--- src/rtl/hxfp_pkg.sv ---
// Shared types and constants for the header/XOR checked frame parser.
// Used by every module under rtl/; depends on nothing.
package hxfp_pkg;

	localparam int DEF_FRAME_BYTES = 8;
	localparam int BYTE_W          = 8;
	localparam int IDX_W           = 6;
	localparam int MAX_FRAME_BYTES = 1 << IDX_W;

	typedef logic [BYTE_W-1:0] byte_t;
	typedef logic [IDX_W-1:0]  idx_t;

	// front -> frame buffer write side
	typedef struct packed {
		logic  en;
		idx_t  idx;
		byte_t data;
		logic  commit;
	} hxfp_wr_t;

	// back -> frame buffer read side
	typedef struct packed {
		logic en;
		idx_t idx;
		logic done;
	} hxfp_rd_t;

endpackage

--- src/rtl/hxfp_front.sv ---
// Front part: hunts for the header, stores payload beats, checks the XOR.
// Depends on hxfp_pkg; writes into hxfp_frame_buf.
module hxfp_front #(
	parameter int FRAME_BYTES = hxfp_pkg::DEF_FRAME_BYTES
) (
	input  logic                clk,
	input  logic                arst_n,
	input  logic                header_we,
	input  hxfp_pkg::byte_t     header_data,
	input  logic                s_tvalid,
	output logic                s_tready,
	input  hxfp_pkg::byte_t     s_tdata,
	input  logic                wr_free,
	output hxfp_pkg::hxfp_wr_t  wr
);
	import hxfp_pkg::*;

	localparam int PH_W = $clog2(FRAME_BYTES + 2);
	localparam logic [PH_W-1:0] PH_HUNT  = '0;
	localparam logic [PH_W-1:0] PH_CHECK = PH_W'(FRAME_BYTES + 1);

	logic [PH_W-1:0] phase_q;
	byte_t           xor_q;
	byte_t           header_q;
	logic            acc;

	assign s_tready = (phase_q == PH_HUNT) || wr_free;
	assign acc      = s_tvalid && s_tready;

	always_comb begin
		wr.en     = acc && (phase_q != PH_HUNT) && (phase_q != PH_CHECK);
		wr.idx    = IDX_W'(phase_q - PH_W'(1));
		wr.data   = s_tdata;
		wr.commit = acc && (phase_q == PH_CHECK) && (s_tdata == xor_q);
	end

	always_ff @(posedge clk or negedge arst_n) begin
		if (!arst_n) begin
			header_q <= '0;
		end else if (header_we) begin
			header_q <= header_data;
		end
	end

	always_ff @(posedge clk or negedge arst_n) begin
		if (!arst_n) begin
			phase_q <= PH_HUNT;
			xor_q   <= '0;
		end else if (acc) begin
			if (phase_q == PH_HUNT) begin
				if (s_tdata == header_q) begin
					phase_q <= PH_W'(1);
					xor_q   <= '0;
				end
			end else if (phase_q == PH_CHECK) begin
				phase_q <= PH_HUNT;
			end else begin
				phase_q <= phase_q + PH_W'(1);
				xor_q   <= xor_q ^ s_tdata;
			end
		end
	end

endmodule

--- src/rtl/hxfp_frame_buf.sv ---
// Two-frame queue between front and back: payload memory in two banks.
// Depends on hxfp_pkg; written by hxfp_front, read by hxfp_back.
module hxfp_frame_buf #(
	parameter int FRAME_BYTES = hxfp_pkg::DEF_FRAME_BYTES
) (
	input  logic                clk,
	input  logic                arst_n,
	input  hxfp_pkg::hxfp_wr_t  wr,
	output logic                wr_free,
	input  hxfp_pkg::hxfp_rd_t  rd,
	output logic                rd_avail,
	output hxfp_pkg::byte_t     rd_data
);
	import hxfp_pkg::*;

	localparam int IW    = (FRAME_BYTES > 1) ? $clog2(FRAME_BYTES) : 1;
	localparam int DEPTH = 2 << IW;

	byte_t      mem [DEPTH];
	byte_t      rd_data_q;
	logic [1:0] full_q;
	logic [1:0] full_d;
	logic       wr_bank_q;
	logic       rd_bank_q;

	assign wr_free  = !full_q[wr_bank_q];
	assign rd_avail = full_q[rd_bank_q];
	assign rd_data  = rd_data_q;

	always_comb begin
		full_d = full_q;
		if (wr.commit) begin
			full_d[wr_bank_q] = 1'b1;
		end
		if (rd.en && rd.done) begin
			full_d[rd_bank_q] = 1'b0;
		end
	end

	always_ff @(posedge clk) begin
		if (wr.en) begin
			mem[{wr_bank_q, wr.idx[IW-1:0]}] <= wr.data;
		end
		if (rd.en) begin
			rd_data_q <= mem[{rd_bank_q, rd.idx[IW-1:0]}];
		end
	end

	always_ff @(posedge clk or negedge arst_n) begin
		if (!arst_n) begin
			full_q    <= '0;
			wr_bank_q <= 1'b0;
			rd_bank_q <= 1'b0;
		end else begin
			full_q <= full_d;
			if (wr.commit) begin
				wr_bank_q <= !wr_bank_q;
			end
			if (rd.en && rd.done) begin
				rd_bank_q <= !rd_bank_q;
			end
		end
	end

endmodule

--- src/rtl/hxfp_back.sv ---
// Back part: walks a committed frame and drives the output beats.
// Depends on hxfp_pkg; reads from hxfp_frame_buf.
module hxfp_back #(
	parameter int FRAME_BYTES = hxfp_pkg::DEF_FRAME_BYTES
) (
	input  logic                clk,
	input  logic                arst_n,
	input  logic                rd_avail,
	input  hxfp_pkg::byte_t     rd_data,
	output hxfp_pkg::hxfp_rd_t  rd,
	output logic                m_tvalid,
	input  logic                m_tready,
	output logic [15:0]         m_tdata,
	output logic                m_tlast
);
	import hxfp_pkg::*;

	localparam idx_t LAST_IDX = IDX_W'(FRAME_BYTES - 1);

	idx_t  cnt_q;
	logic  valid_s1;
	idx_t  idx_s1;
	logic  last_s1;
	logic  out_valid_q;
	byte_t out_byte_q;
	idx_t  out_idx_q;
	logic  out_last_q;
	logic  adv;
	logic  issue;

	assign adv   = valid_s1 && (!out_valid_q || m_tready);
	assign issue = rd_avail && (!valid_s1 || adv);

	always_comb begin
		rd.en   = issue;
		rd.idx  = cnt_q;
		rd.done = (cnt_q == LAST_IDX);
	end

	assign m_tvalid = out_valid_q;
	assign m_tdata  = {2'b00, out_idx_q, out_byte_q};
	assign m_tlast  = out_last_q;

	always_ff @(posedge clk or negedge arst_n) begin
		if (!arst_n) begin
			cnt_q       <= '0;
			valid_s1    <= 1'b0;
			out_valid_q <= 1'b0;
		end else begin
			if (issue) begin
				valid_s1 <= 1'b1;
				cnt_q    <= (cnt_q == LAST_IDX) ? '0 : cnt_q + IDX_W'(1);
			end else if (adv) begin
				valid_s1 <= 1'b0;
			end
			if (adv) begin
				out_valid_q <= 1'b1;
			end else if (m_tready) begin
				out_valid_q <= 1'b0;
			end
		end
	end

	always_ff @(posedge clk) begin
		if (issue) begin
			idx_s1  <= cnt_q;
			last_s1 <= (cnt_q == LAST_IDX);
		end
		if (adv) begin
			out_byte_q <= rd_data;
			out_idx_q  <= idx_s1;
			out_last_q <= last_s1;
		end
	end

endmodule

--- src/rtl/header_xor_checked_frame_parser.sv ---
// Top level of the header/XOR checked frame parser.
// Depends on hxfp_pkg, hxfp_front, hxfp_frame_buf, hxfp_back.
//
//  channel   dir  handshake            payload
//  s_*       in   s_tvalid/s_tready    s_tdata[7:0] rx_byte
//  m_*       out  m_tvalid/m_tready    m_tdata[7:0] payload_byte, [13:8] byte_index;
//                                      m_tlast last_of_frame
//  header_*  in   header_we            header_data[7:0]
//
// Input takes one beat per cycle while s_tready is high; output gives one beat per
// cycle while m_tready is high, via the bank flag, the read and the output register.
// The two payload banks hold two frames; s_tready drops inside a frame only
// when both banks wait on the output side.
// arst_n clears the parser, bank flags and output valid; the header register resets to 0.
module header_xor_checked_frame_parser #(
	parameter int FRAME_BYTES = hxfp_pkg::DEF_FRAME_BYTES
) (
	input  logic                clk,
	input  logic                arst_n,
	input  logic                header_we,
	input  hxfp_pkg::byte_t     header_data,
	input  logic                s_tvalid,
	output logic                s_tready,
	input  hxfp_pkg::byte_t     s_tdata,   // [7:0] rx_byte
	output logic                m_tvalid,
	input  logic                m_tready,
	output logic [15:0]         m_tdata,   // [7:0] payload_byte, [13:8] byte_index
	output logic                m_tlast
);
	import hxfp_pkg::*;

	hxfp_wr_t wr;
	hxfp_rd_t rd;
	logic     wr_free;
	logic     rd_avail;
	byte_t    rd_data;

	hxfp_front #(.FRAME_BYTES(FRAME_BYTES)) u_front (
		.clk         (clk),
		.arst_n      (arst_n),
		.header_we   (header_we),
		.header_data (header_data),
		.s_tvalid    (s_tvalid),
		.s_tready    (s_tready),
		.s_tdata     (s_tdata),
		.wr_free     (wr_free),
		.wr          (wr)
	);

	hxfp_frame_buf #(.FRAME_BYTES(FRAME_BYTES)) u_buf (
		.clk      (clk),
		.arst_n   (arst_n),
		.wr       (wr),
		.wr_free  (wr_free),
		.rd       (rd),
		.rd_avail (rd_avail),
		.rd_data  (rd_data)
	);

	hxfp_back #(.FRAME_BYTES(FRAME_BYTES)) u_back (
		.clk      (clk),
		.arst_n   (arst_n),
		.rd_avail (rd_avail),
		.rd_data  (rd_data),
		.rd       (rd),
		.m_tvalid (m_tvalid),
		.m_tready (m_tready),
		.m_tdata  (m_tdata),
		.m_tlast  (m_tlast)
	);

`ifndef SYNTHESIS
	a_last_index: assert property (@(posedge clk) disable iff (!arst_n)
		m_tvalid && m_tlast |-> m_tdata[13:8] == IDX_W'(FRAME_BYTES - 1))
		else $error("tlast beat not at final payload index");

	a_wr_bank_free: assert property (@(posedge clk) disable iff (!arst_n)
		wr.en || wr.commit |-> wr_free)
		else $error("payload write into a bank still held");

	a_rd_bank_full: assert property (@(posedge clk) disable iff (!arst_n)
		rd.en |-> rd_avail)
		else $error("payload read from an empty bank");
`endif

endmodule
--- config.mk ---
export PLATFORM = sky130hd
export DESIGN_NAME = header_xor_checked_frame_parser
export DESIGN_NICKNAME = d
export VERILOG_FILES = /design/src/rtl/hxfp_pkg.sv /design/src/rtl/hxfp_front.sv /design/src/rtl/hxfp_frame_buf.sv /design/src/rtl/hxfp_back.sv /design/src/rtl/header_xor_checked_frame_parser.sv
export SDC_FILE = /design/constraint.sdc
export NUM_CORES = 1
export LEC_CHECK = 0
export BUFFER_PORTS_ARGS = -buffer_cell sky130_fd_sc_hd__buf_2
export CELL_PAD_IN_SITES_DETAIL_PLACEMENT = 1
export CELL_PAD_IN_SITES_GLOBAL_PLACEMENT = 1
export CORE_UTILIZATION = 47
export DETAILED_ROUTE_END_ITERATION = 8
export GPL_TIMING_DRIVEN = 0
export PLACE_DENSITY = 0.82
export SLEW_MARGIN = 20
export SYNTH_ARGS = -nofsm -noshare
export SYNTH_HDL_FRONTEND = slang
export SYNTH_SLANG_ARGS = --single-unit
export TNS_END_PERCENT = 1
--- constraint.sdc ---
create_clock -name clk -period 2.2 [get_ports clk]
set_input_delay 0.44 -clock clk [delete_from_list [all_inputs] [get_ports clk]]
set_output_delay 0.44 -clock clk [all_outputs]
set_load 0.01 [all_outputs]
# == Word level (Yosys, flattened, before mapping) ==
# Memories as Yosys holds them, arrays and structs flattened. A register that Yosys moved wholly into a read port is not among the register bits.
# Index checks and enable logic that the tools add are counted.
# word_totals
mem_count,1
register_bits,54
ramBits,128
in_bits,21
# classes
muxes,23
bitwise_logic,4
n_reduce_logical,24
n_eq_ne,7
n_addsub,3
magnitude_cmp,4
# mem_list
name,depth,width,rd,rd_clocked_by_memory_dff,wr,line,text
u_buf.mem,16,8,1,1,1,hxfp_frame_buf.sv:19,byte_t mem [DEPTH];
# ops
op,n
2-to-1 mux 8 bit,3
equality test 8 bit,2
2-to-1 mux 1 bit,12
2-to-1 mux 4 bit,3
logical AND 1 bit,10
bitwise XOR 8 bit,1
adder 6 x 1 -> 6 bit (second input constant),1
equality test 6 x 3 -> 1 bit (second input constant),1
2-to-1 mux 6 bit,1
zero test 1 bit,5
adder 4 x 1 -> 4 bit (second input constant),1
equality test 4 bit (second input constant),1
zero test 4 bit,1
< comparator 1 x 2 -> 1 bit (second input constant),2
2-to-1 mux 2 bit,2
!= test 4 bit (second input constant),1
nonzero test 2 bit,2
nonzero test 4 bit,1
logical OR 1 bit,3
AND reduction 3 bit,1
subtractor 3 x 1 -> 3 bit (second input constant),1
bitwise AND 2 bit,1
demux 1 bit (select 1 bit),2
greater-or-equal comparator 1 bit (second input constant),2
other kinds (5),5

# == Depth between registers and ports, before layout ==
# Gate-level depths: netlist of the first run.
# logic_depth
depth_word,10
mapped_depth,7

# == Modules after synthesis ==
# From an unflattened synthesis of the first run, not the netlist that was laid out.
# hier_totals
hier_cells,430
hier_area_um2,7763.7
# by_module_without_submodules
mod,cells_per_inst,instances,area_per_inst_um2
hxfp_frame_buf,244,1,5410.2
hxfp_front,126,1,1262.5
hxfp_back,60,1,1091.0

# == Worst setup path before layout of the first run ==
# Ideal clock, no wire load.
# synth_timing
path_kind,reg-to-reg
startpoint,register u_front.phase_q[0]
endpoint,"memory u_buf.mem[15][0] (netlist bit), enable pin"
stages_incl_launch_ff,7
n_path_buf,1
path_slack_ns,-0.113
t_arrival_ns,1.930
required_ns,1.817
setup_ns,0.383
path_cell_list,dfrtp_1 > inv_1 > ha_1 > mux2i_1 > o211ai_1 > clkbuf_1 > nor3_1
# synth_between
elab_chain_cells,7
word_cells_on_any_way,10
# synth_lines
item,line,text
"start, declared",hxfp_front.sv:22,logic [PH_W-1:0] phase_q;
"start signal, assigned",hxfp_front.sv:58,phase_q <= phase_q + PH_W'(1);
zero test 4 bit,hxfp_front.sv:27,assign s_tready = (phase_q == PH_HUNT) || wr_free;
logical OR 1 bit,hxfp_front.sv:27,
logical AND 1 bit,hxfp_front.sv:28,assign acc = s_tvalid && s_tready;
logical AND 1 bit (2 in a row),hxfp_front.sv:31,wr.en = acc && (phase_q != PH_HUNT) && (phase_q != PH_CHECK);
2-to-1 mux 1 bit,hxfp_frame_buf.sv:41,if (wr.en) begin
2-to-1 mux 1 bit (not written as such),hxfp_frame_buf.sv:42,"mem[{wr_bank_q, wr.idx[IW-1:0]}] <= wr.data;"
"end, declared",hxfp_frame_buf.sv:19,
# Several ways; a longest one is shown, not always the timed one.

# == Final worst setup path of the first run ==
# layout_timing
startpoint,register u_front.phase_q[0]
endpoint,output s_tready
# layout_between
elab_chain_cells,2
# layout_lines
item,line,text
zero test 4 bit,hxfp_front.sv:27,
logical OR 1 bit,hxfp_front.sv:27,
"end, declared",header_xor_checked_frame_parser.sv:23,"output logic s_tready,"
# Every way passes these cells.

==> out/results.txt, run 1 <==
Die W: 130 um
# rows: 46
Largest net degree at the start of global routing: 33
Hold Crit Class: input pin to async pin
Total global routing track utilization: 22.1%
Finished Layout Cells: 727
# diodes: 0
H-tree Lvls: 4
Ports: 40
Leak: 0.00324 uW
Cells after Synth: 432
Final hold vios: 0
First-pass GRT wire length: 26100 um
Critical path class: register to output port
Iter 0 DRT Violations: 234
Period utilisation layout: 99.3%
Area of the core: 16000 um^2
Number of sinks on the clock net: 190
Routed Antenna Nets: 0
EDFF count, synth: 158
Synthesized area: 7740 um^2
Design Area, Final: 9120 um^2
Unrepaired setup endpoints after global routing: true
Final layout net count: 527
Mean Syn Cell Area: 17.9 um^2
Minimum clock period: 2.18 ns
Post-route clock skew: 0.0134 ns
Post-synth ARST share: 16.8%
Starting Density: 48.4%
Initial antenna violation count: 0
Share of cells above drive strength 1: 31.9%
Max Clk Rate: 458 MHz
DR pass1 iterations: 4
Startpoint types: register
Final setup violation count: 0
IO Port Bufs: 36
Placed Cells: 685
Slew @ Worst Pin: 0.998 ns
Critical path endpoint category: output port
Routed vias: 4031
Inserted Clock Buffers: 17
CTS tree: built
Status: complete, no violations
Seq. cell area: 5550 um^2
Crit path arrival time: 1.74 ns
GR Overflow Total: 0
Yosys reg bits: 190
Die height: 130 um
P per Cell Area: 1290 nW/um^2
Slack of the critical path: 0.0160 ns
Worst slew margin: 33.0%
Hpwl dp: 11000 um
DP Worst Slack: -0.649 ns
Worst vdd ir: 632 uV
Sequential area share after synthesis: 71.6%
Clk root buf: clkbuf_16
Prevailing post-synth register cell: edfxtp_1
Clock Path Buffers: 2
Max FO, Critical Path: 4
Worst-Skew Late Latency: 0.44 ns
Layout Area Growth over Synthesis: 17.8%
CP required: 1.76 ns
Number of max-cap violations: 0
Worst hold slack: 0.0815 ns
Average wire per standard cell: 23.6 um
Synth warnings: 0
DRC: 0
# hold bufs at CTS: 0
Pins Over Slew Limit: 0
Vias in the first global route: 4467
Post-synthesis cell type count: 41
Final Wtd Congestion: 0.865
Vias/cell: 5.54
Cell Area, Placed: 8220 um^2
Total wire length: 17100 um
Fill count: 1487
Multi-input combinational cell area: 2170 um^2
Full die area: 17000 um^2
Clk pin slew, worst setup/hold paths: 0.08 ns
[repair_timing]
| action | CTS | global route |
|---|---|---|
| buffers inserted | 6 | 4 |
| cloned | 0 | 0 |
| gates resized for setup | 49 | 15 |
| endpoints found under the setup margin | 129 | 120 |
| pin swaps | 2 | 4 |
[layout by cell type (no fill, tap or decap), types with 6 or more instances in the layout]
cell,n
mux4_1,11
mux4_2,22
a21oi_1,10
edfxtp_1,158
dfrtp_1,30
ha_1,6
mux2_2,11
inv_1,16
a211oi_1,7
o21ai_0,20
buf_4,11
nand2_1,11
buf_2,40
nand4_1,6
and2_4,12
xor2_1,8
clkbuf_16,17
or3_1,8
nor2b_1,7
mux2i_1,10
xnor2_1,13
[synthesized netlist by cell type (2+ instances only)]
cell        n  area (um^2)
buf_4       3         22.5
nor2_1      4         15.0
nand2_1    12         45.0
or3_1       8         50.1
xor2_1      8         70.1
a211oi_1    7         52.6
ha_1        8          100
o211ai_1    2         15.0
clkbuf_1    7         26.3
edfxtp_1  158         4740
mux4_2     22          495
inv_1      18         67.6
mux2i_1    12          120
and2_1     13         81.3
nor2b_1     7         43.8
o21ai_0    20          100
buf_2       8         40.0
nor3b_1     3         22.5
mux4_1     11          289
a21oi_1    11         55.1
xnor2_1    14          123
nor3_1     10         50.1
mux2_2     11          124
nand4_1     6         37.5
dfrtp_1    32          801
a32o_1      2         20.0
[per-stage QoR]
| stage | util, % | TNS [ns] | total power, uW |
|---|---|---|---|
| final | 57.0 | 0 | 11700 |
| after floorplan | - | -1.82 | 7120 |
| after detailed placement | 51.4 | -66.55 | 8190 |
| after global placement | 51.2 | -57.35 | 7920 |
| after CTS | 56.4 | -0.0390 | 11600 |
| after global routing | 57.0 | -0.0393 | 12300 |
[critical path: stages, from the launching register on]
cell	delay [ns]
dfrtp_2	0.46
inv_4	0.10
ha_4	0.16
or3b_4	0.40
nand2_2	0.08
buf_6	0.10
[state kept, by name (all words and copies together), names as in the netlist, 4 cells and up]
signal	count
u_back.cnt_q	6
u_back.idx_s1	6
u_back.out_byte_q	8
u_back.out_idx_q	6
u_buf.mem	128
u_buf.rd_data	8
u_front.header_q	8
u_front.phase_q	4
u_front.xor_q	8
[metal layers]
metal	vias up	part of all wire (%)	GRT usage, %
li1	1814	-	-
met1	2087	40	25.4
met2	106	54	40.2
met3	24	4.0	4.80
met4	0	2.1	9.06
met5	-	0	0
[worst paths after layout]
path	start	cells after the start	endpoint	slack [ns]
worst max-delay path	u_front.phase_q[0]	5	s_tready	0.02
worst min-delay path	arst_n	1	u_front.header_q[1]	0.08
worst max register to register	u_back.cnt_q[0]	4	u_buf.rd_data[1]	0.03
worst min register to register	u_buf.rd_data[6]	0	u_back.out_byte_q[6]	0.42
max in group asynchronous	arst_n	1	u_front.phase_q[1]	1.57
min in group clk	header_data[1]	2	u_front.header_q[1]	0.23
[where the power goes]
| part | switching [uW] | internal [uW] | leakage, uW | total [uW] |
|---|---|---|---|---|
| logic | 1990 | 1580 | 0.00112 | 3580 |
| registers | 306 | 4670 | 0.00182 | 4970 |
| clock network | 1360 | 1840 | 0.000295 | 3200 |
| total | 3650 | 8090 | 0.00324 | 11700 |
[cell families after synthesis]
kind of cell / count (synthesis) / share of synthesized area [%]
AOI/OAI and AO/OA: 47 / 3.80
buffers and inverters: 39 / 2.47
DFF: 190 / 71.6
other: 1 / 0.0484
adders and majority gates: 8 / 1.29
muxes: 56 / 13.3
and+or+nand+nor: 69 / 4.98
xor gates and xnor gates: 22 / 2.49
[area by class of cell]
type	count	area share (%)
timing repair buffer	46	3.14
sequential	190	60.8
multi-input combinational	204	23.8
clock buffer	18	4.82
tap	216	2.96
buffer	21	1.69
inverter	18	0.796
clock inverter	14	1.99
(Power assumes the default switching activity.)
==> run 2: changes to the inputs <==
Settings changed: CELL_PAD_IN_SITES_GLOBAL_PLACEMENT 1 to 2, CORE_UTILIZATION 47 to 42.
==> run 2 against run 1 <==
  * Clock skew shrank 0.00072 ns
  * Die area grew 12%
  * Worst setup slack lost 0.012 ns
  * Cell count grew 1.9%
  * Non-clock buffer count grew 1
  * Critical path type unchanged
  * Critical endpoint unchanged
  * Largest power group unchanged
==> out/results.txt, run 2 (synthesis gave the netlist of run 1 again) <==
Inserted Clock Buffers: 17
Unrepaired setup endpoints after global routing: true
Vias/cell: 5.40
# rows: 49
Clk root buf: clkbuf_16
Worst-Skew Late Latency: 0.44 ns
Final layout net count: 528
Startpoint types: register
Layout Area Growth over Synthesis: 18.0%
Seq. cell area: 5550 um^2
Slack of the critical path: 0.00360 ns
Commonest non-fill, non-tap cells in the layout: 158 x edfxtp_1, 41 x buf_2, 30 x dfrtp_1
Final hold vios: 0
CTS tree: built
Average wire per standard cell: 21.5 um
Final setup violation count: 0
DP Worst Slack: -0.628 ns
Total global routing track utilization: 18.4%
Share of cells above drive strength 1: 30.9%
Setup tns final: 0 ns
Largest net degree at the start of global routing: 33
Slew @ Worst Pin: 0.914 ns
GR Overflow Total: 0
Critical path class: register to output port
Final Wtd Congestion: 0.735
Die height: 138 um
DR pass1 iterations: 5
Hold Crit Class: input pin to async pin
Status: complete, no violations
Total wire length: 15900 um
Number of max-cap violations: 0
Total power: 11700 uW
Routed vias: 4000
Crit path arrival time: 1.76 ns
Hpwl dp: 10500 um
Vias in the first global route: 4167
# diodes: 0
Die W: 138 um
Area of the core: 18000 um^2
Fill count: 1691
P per Cell Area: 1290 nW/um^2
Max Clk Rate: 455 MHz
Iter 0 DRT Violations: 275
First-pass GRT wire length: 24300 um
Worst vdd ir: 757 uV
Critical path endpoint category: output port
Max FO, Critical Path: 8
Clock Path Buffers: 2
DRC: 0
Routed Antenna Nets: 0
Most common cell after layout, fill and taps aside: edfxtp_1
Leak: 0.00325 uW
Initial antenna violation count: 0
Minimum clock period: 2.20 ns
Worst slew margin: 38.6%
Post-route clock skew: 0.0127 ns
Multi-input combinational cell area: 2150 um^2
Max FFs per register: 128
H-tree Lvls: 4
Ports: 40
Starting Density: 42.9%
Full die area: 19000 um^2
Pins Over Slew Limit: 0
Number of sinks on the clock net: 190
Period utilisation layout: 99.8%
IO Port Bufs: 36
Clk pin slew, worst setup/hold paths: 0.07 ns
CP required: 1.76 ns
[run 2: cell types whose count changed in the layout (fill, tap and decap cells not counted), sizes merged]
cell | before | now
buf | 59 | 60
bufinv | 3 | 5
inv | 22 | 21
clkinv | 4 | 3
clkinvlp | 3 | 2
clkbuf | 26 | 27
[run 2: cell type report]
cell class / instances / area share [%]
Buffer: 21 / 1.60
Clock buffer: 19 / 4.74
Clock inverter: 13 / 2.30
Inverter: 18 / 0.740
Multi-Input combinational cell: 204 / 23.6
Sequential cell: 190 / 60.7
Tap cell: 229 / 3.14
Timing Repair Buffer: 47 / 3.15
[run 2: critical path, cell delays in order (launching register included)]
cell and delay [ns]:
dfrtp_2 0.47, inv_2 0.11, ha_4 0.14, or3b_4 0.41, nand2_1 0.07, buf_2 0.12
[run 2: routing by layer]
metal	share of wire [%]	global-route usage, %
met4	0.99	9.06
met2	52	30.8
met5	0	0
met1	42	23.1
met3	5.4	3.27
[run 2: repair_timing]
action | CTS | global route
buffers inserted | 3 | 8
hold buffers | 0 | 0
pin swaps | 6 | 3
endpoints found under the setup margin | 126 | 123
gates resized for setup | 43 | 14
[run 2: worst paths after layout]
kind	cells past startpoint	start	slack [ns]	end
max	5	u_front.phase_q[0]	0.004	s_tready
min	1	arst_n	0.09	u_front.header_q[5]
max reg2reg	6	u_front.phase_q[0]	0.01	u_buf.mem[2][6]
min reg2reg	0	u_buf.rd_data[6]	0.42	u_back.out_byte_q[6]
max in group asynchronous	1	arst_n	1.56	u_front.phase_q[0]
min in group clk	2	header_data[7]	0.24	u_front.header_q[7]
[run 2: stage by stage]
step | hold slack, ns | cell area [um^2] | utilization [%] | std cells
floorplan | 0.144 | 7740 | - | 433
global placement | 0.402 | 8210 | 45.6 | 698
detailed placement | 0.406 | 8240 | 45.7 | 698
CTS | 0.0935 | 9020 | 50.0 | 733
global route | 0.130 | 9130 | 50.7 | 741
finish | 0.0858 | 9130 | 50.7 | 741
[run 2: power breakdown]
group | internal [uW] | switching (uW)
clock network | 2030 | 1330
logic | 1530 | 1910
registers | 4670 | 282
total | 8220 | 3520
==> run 3: changes to the inputs <==
Settings changed: BUFFER_PORTS_ARGS -buffer_cell sky130_fd_sc_hd__buf_2 to -buffer_cell sky130_fd_sc_hd__buf_4.
==> run 3 against run 2 <==
  * Clock skew down 0.0050 ns
  * Combinational power up 1%
  * Sequential power about the same
  * Worst hold slack better by 0.15 ns
  * Non-clock buffer count down 3
  * Flip-flop and latch count unchanged
  * Clock-buffer cell count down 2
  * Via count down 1.9%
  * Register-to-register slack better by 0.07 ns
  * Critical path type is now register to register
  * Largest cell class unchanged
  * Highest routed layer unchanged
==> out/results.txt, run 3 (synthesis gave the netlist of run 1 again) <==
Status: complete, no violations
Final layout net count: 525
Final Wtd Congestion: 0.739
Unrepaired setup endpoints after global routing: true
Slowest Stage Delay on Critical Path: 0.51 ns
Cell-internal power: 8060 uW
CP dominant cell by count: buf_6
Logic pwr share: 30.1%
# diodes: 0
IO Port Bufs: 36
Worst Hold Launch: header_data[1]
Cell Area, Placed: 8330 um^2
Layout Area Growth over Synthesis: 18.6%
Seq pwr share: 42.8%
Worst path slowest cell: mux4_2
Vias/cell: 5.32
Largest net degree at the start of global routing: 33
Area of the core: 18000 um^2
Slew @ Worst Pin: 0.963 ns
Initial antenna violation count: 0
Die W: 138 um
Hold path depth: 2
Family with the most delay on the worst path: multiplexers
Pins Over Slew Limit: 0
R2R Path Start: u_back.cnt_q[0]
R2R depth: 6
DR pass1 iterations: 4
Core Util, Final: 50.9%
Iter 0 DRT Violations: 254
GR Overflow Total: 0
Total power: 11600 uW
DRC: 0
Leak: 0.00325 uW
P per Cell Area: 1260 nW/um^2
Full die area: 19000 um^2
Share of cells above drive strength 1: 31.0%
Ports: 40
Final hold vios: 0
Max FFs per register: 128
Routed vias: 3924
Number of sinks on the clock net: 190
Cell Chain, Critical Path: buf_6 -> buf_12 -> buf_6 -> mux4_2 -> mux2i_1 -> a21oi_1
GR Util met3: 4.93%
First-pass GRT wire length: 23800 um
Total wire length: 15700 um
Clk root buf: clkbuf_16
CP required: 2.35 ns
Critical path endpoint category: register
Routed Antenna Nets: 0
R2r endpoint: u_buf.rd_data[3]
Buf+Inv Stages, Crit Path: 3
Crit path arrival time: 2.27 ns
Setup tns final: 0 ns
R2r setup slk: 0.08 ns
Number of max-cap violations: 0
GRT met1 Usage: 21.4%
Starting Density: 42.9%
Period utilisation layout: 96.2%
Worst slew margin: 35.3%
# rows: 49
Post-route clock skew: 0.00772 ns
Final setup violation count: 0
Worst hold endpoint: u_front.header_q[1]
Design Area, Final: 9180 um^2
CTS tree: built
Commonest non-fill, non-tap cells in the layout: 158 x edfxtp_1, 44 x buf_4, 30 x dfrtp_1
Minimum clock period: 2.12 ns
Hpwl dp: 10500 um
Vias in the first global route: 4159
Clk pin slew, worst setup/hold paths: 0.07 ns
Switching fraction of total power: 30.5%
Average wire per standard cell: 21.3 um
Worst vdd ir: 673 uV
H-tree Lvls: 4
Most common cell after layout, fill and taps aside: edfxtp_1
Clock Path Buffers: 2
Critical path class: register to register
Max FO, Critical Path: 10
Inserted Clock Buffers: 17
Met2 Usage GRT: 31.9%
Worst-Skew Late Latency: 0.43 ns
GRT Max-Usage Layer: met2
Total global routing track utilization: 18.1%
Die height: 138 um
Clock share of power: 27.1%
Psw: 3530 uW
Hold Crit Class: input pin to register
Max Clk Rate: 472 MHz
Startpoint types: register
run 3: cell count changes in the layout (fill, tap and decap cells not counted), moves of 2 or more:
cell	change
buf_2	-35
buf_4	+32
bufinv_16	-2
clkbuf_1	-2
clkinv_2	+2
inv_8	+2
run 3: worst max-delay path by stage:
stage          slack, ns  cells past startpoint          endpoint                from
2_1_floorplan      -0.11                      6  u_buf.mem[15][0]  u_front.phase_q[0]
3_3_place_gp       -0.98                      6   u_buf.mem[7][4]  u_front.phase_q[0]
3_5_place_dp       -0.64                      7   u_buf.mem[4][2]  u_front.phase_q[0]
4_1_cts            -0.02                      5          s_tready  u_front.phase_q[0]
5_1_grt            -0.03                      6   u_buf.mem[8][7]     u_buf.wr_bank_q
6_report            0.08                      6  u_buf.rd_data[3]     u_back.cnt_q[0]
run 3: per-stage QoR:
step / std cells / setup slack, ns / hold slack [ns]
after floorplan: 433 / -0.113 / 0.144
final: 738 / 0.0829 / 0.236
after global routing: 738 / -0.0271 / 0.221
after detailed placement: 698 / -0.635 / 0.407
after CTS: 738 / -0.0193 / 0.212
after global placement: 698 / -0.975 / 0.401
run 3: timing repair:
action / CTS / global route
hold buffers: 1 / 0
endpoints found under the setup margin: 128 / 129
pin swaps: 6 / 2
setup buffers: 7 / 0
resized for setup: 43 / 16
hold endpoints to repair: 32 / 0
run 3: power groups by stage:
stage | sequential, uW | clock [uW] | combinational (uW)
3_5_place_dp | 5050 | 0 | 3190
3_3_place_gp | 4990 | 0 | 3080
6_report | 4960 | 3140 | 3490
5_1_grt | 5030 | 3330 | 3790
4_1_cts | 4960 | 3210 | 3420
2_1_floorplan | 5010 | 0 | 2110
run 3: final cells by class:
type	instances	area [um^2]
Sequential cell	190	5550
Clock buffer	17	425
Multi-Input combinational cell	204	2160
Buffer	21	148
Fill cell	1678	8840
Tap cell	229	287
Clock inverter	15	185
Timing Repair Buffer	44	358
Inverter	18	70.1
run 3: metal layers:
layer	vias to the layer above	share of wire (%)
met5	-	0
met2	70	53
met1	2024	42
met4	0	1.5
met3	18	3.6
li1	1812	-
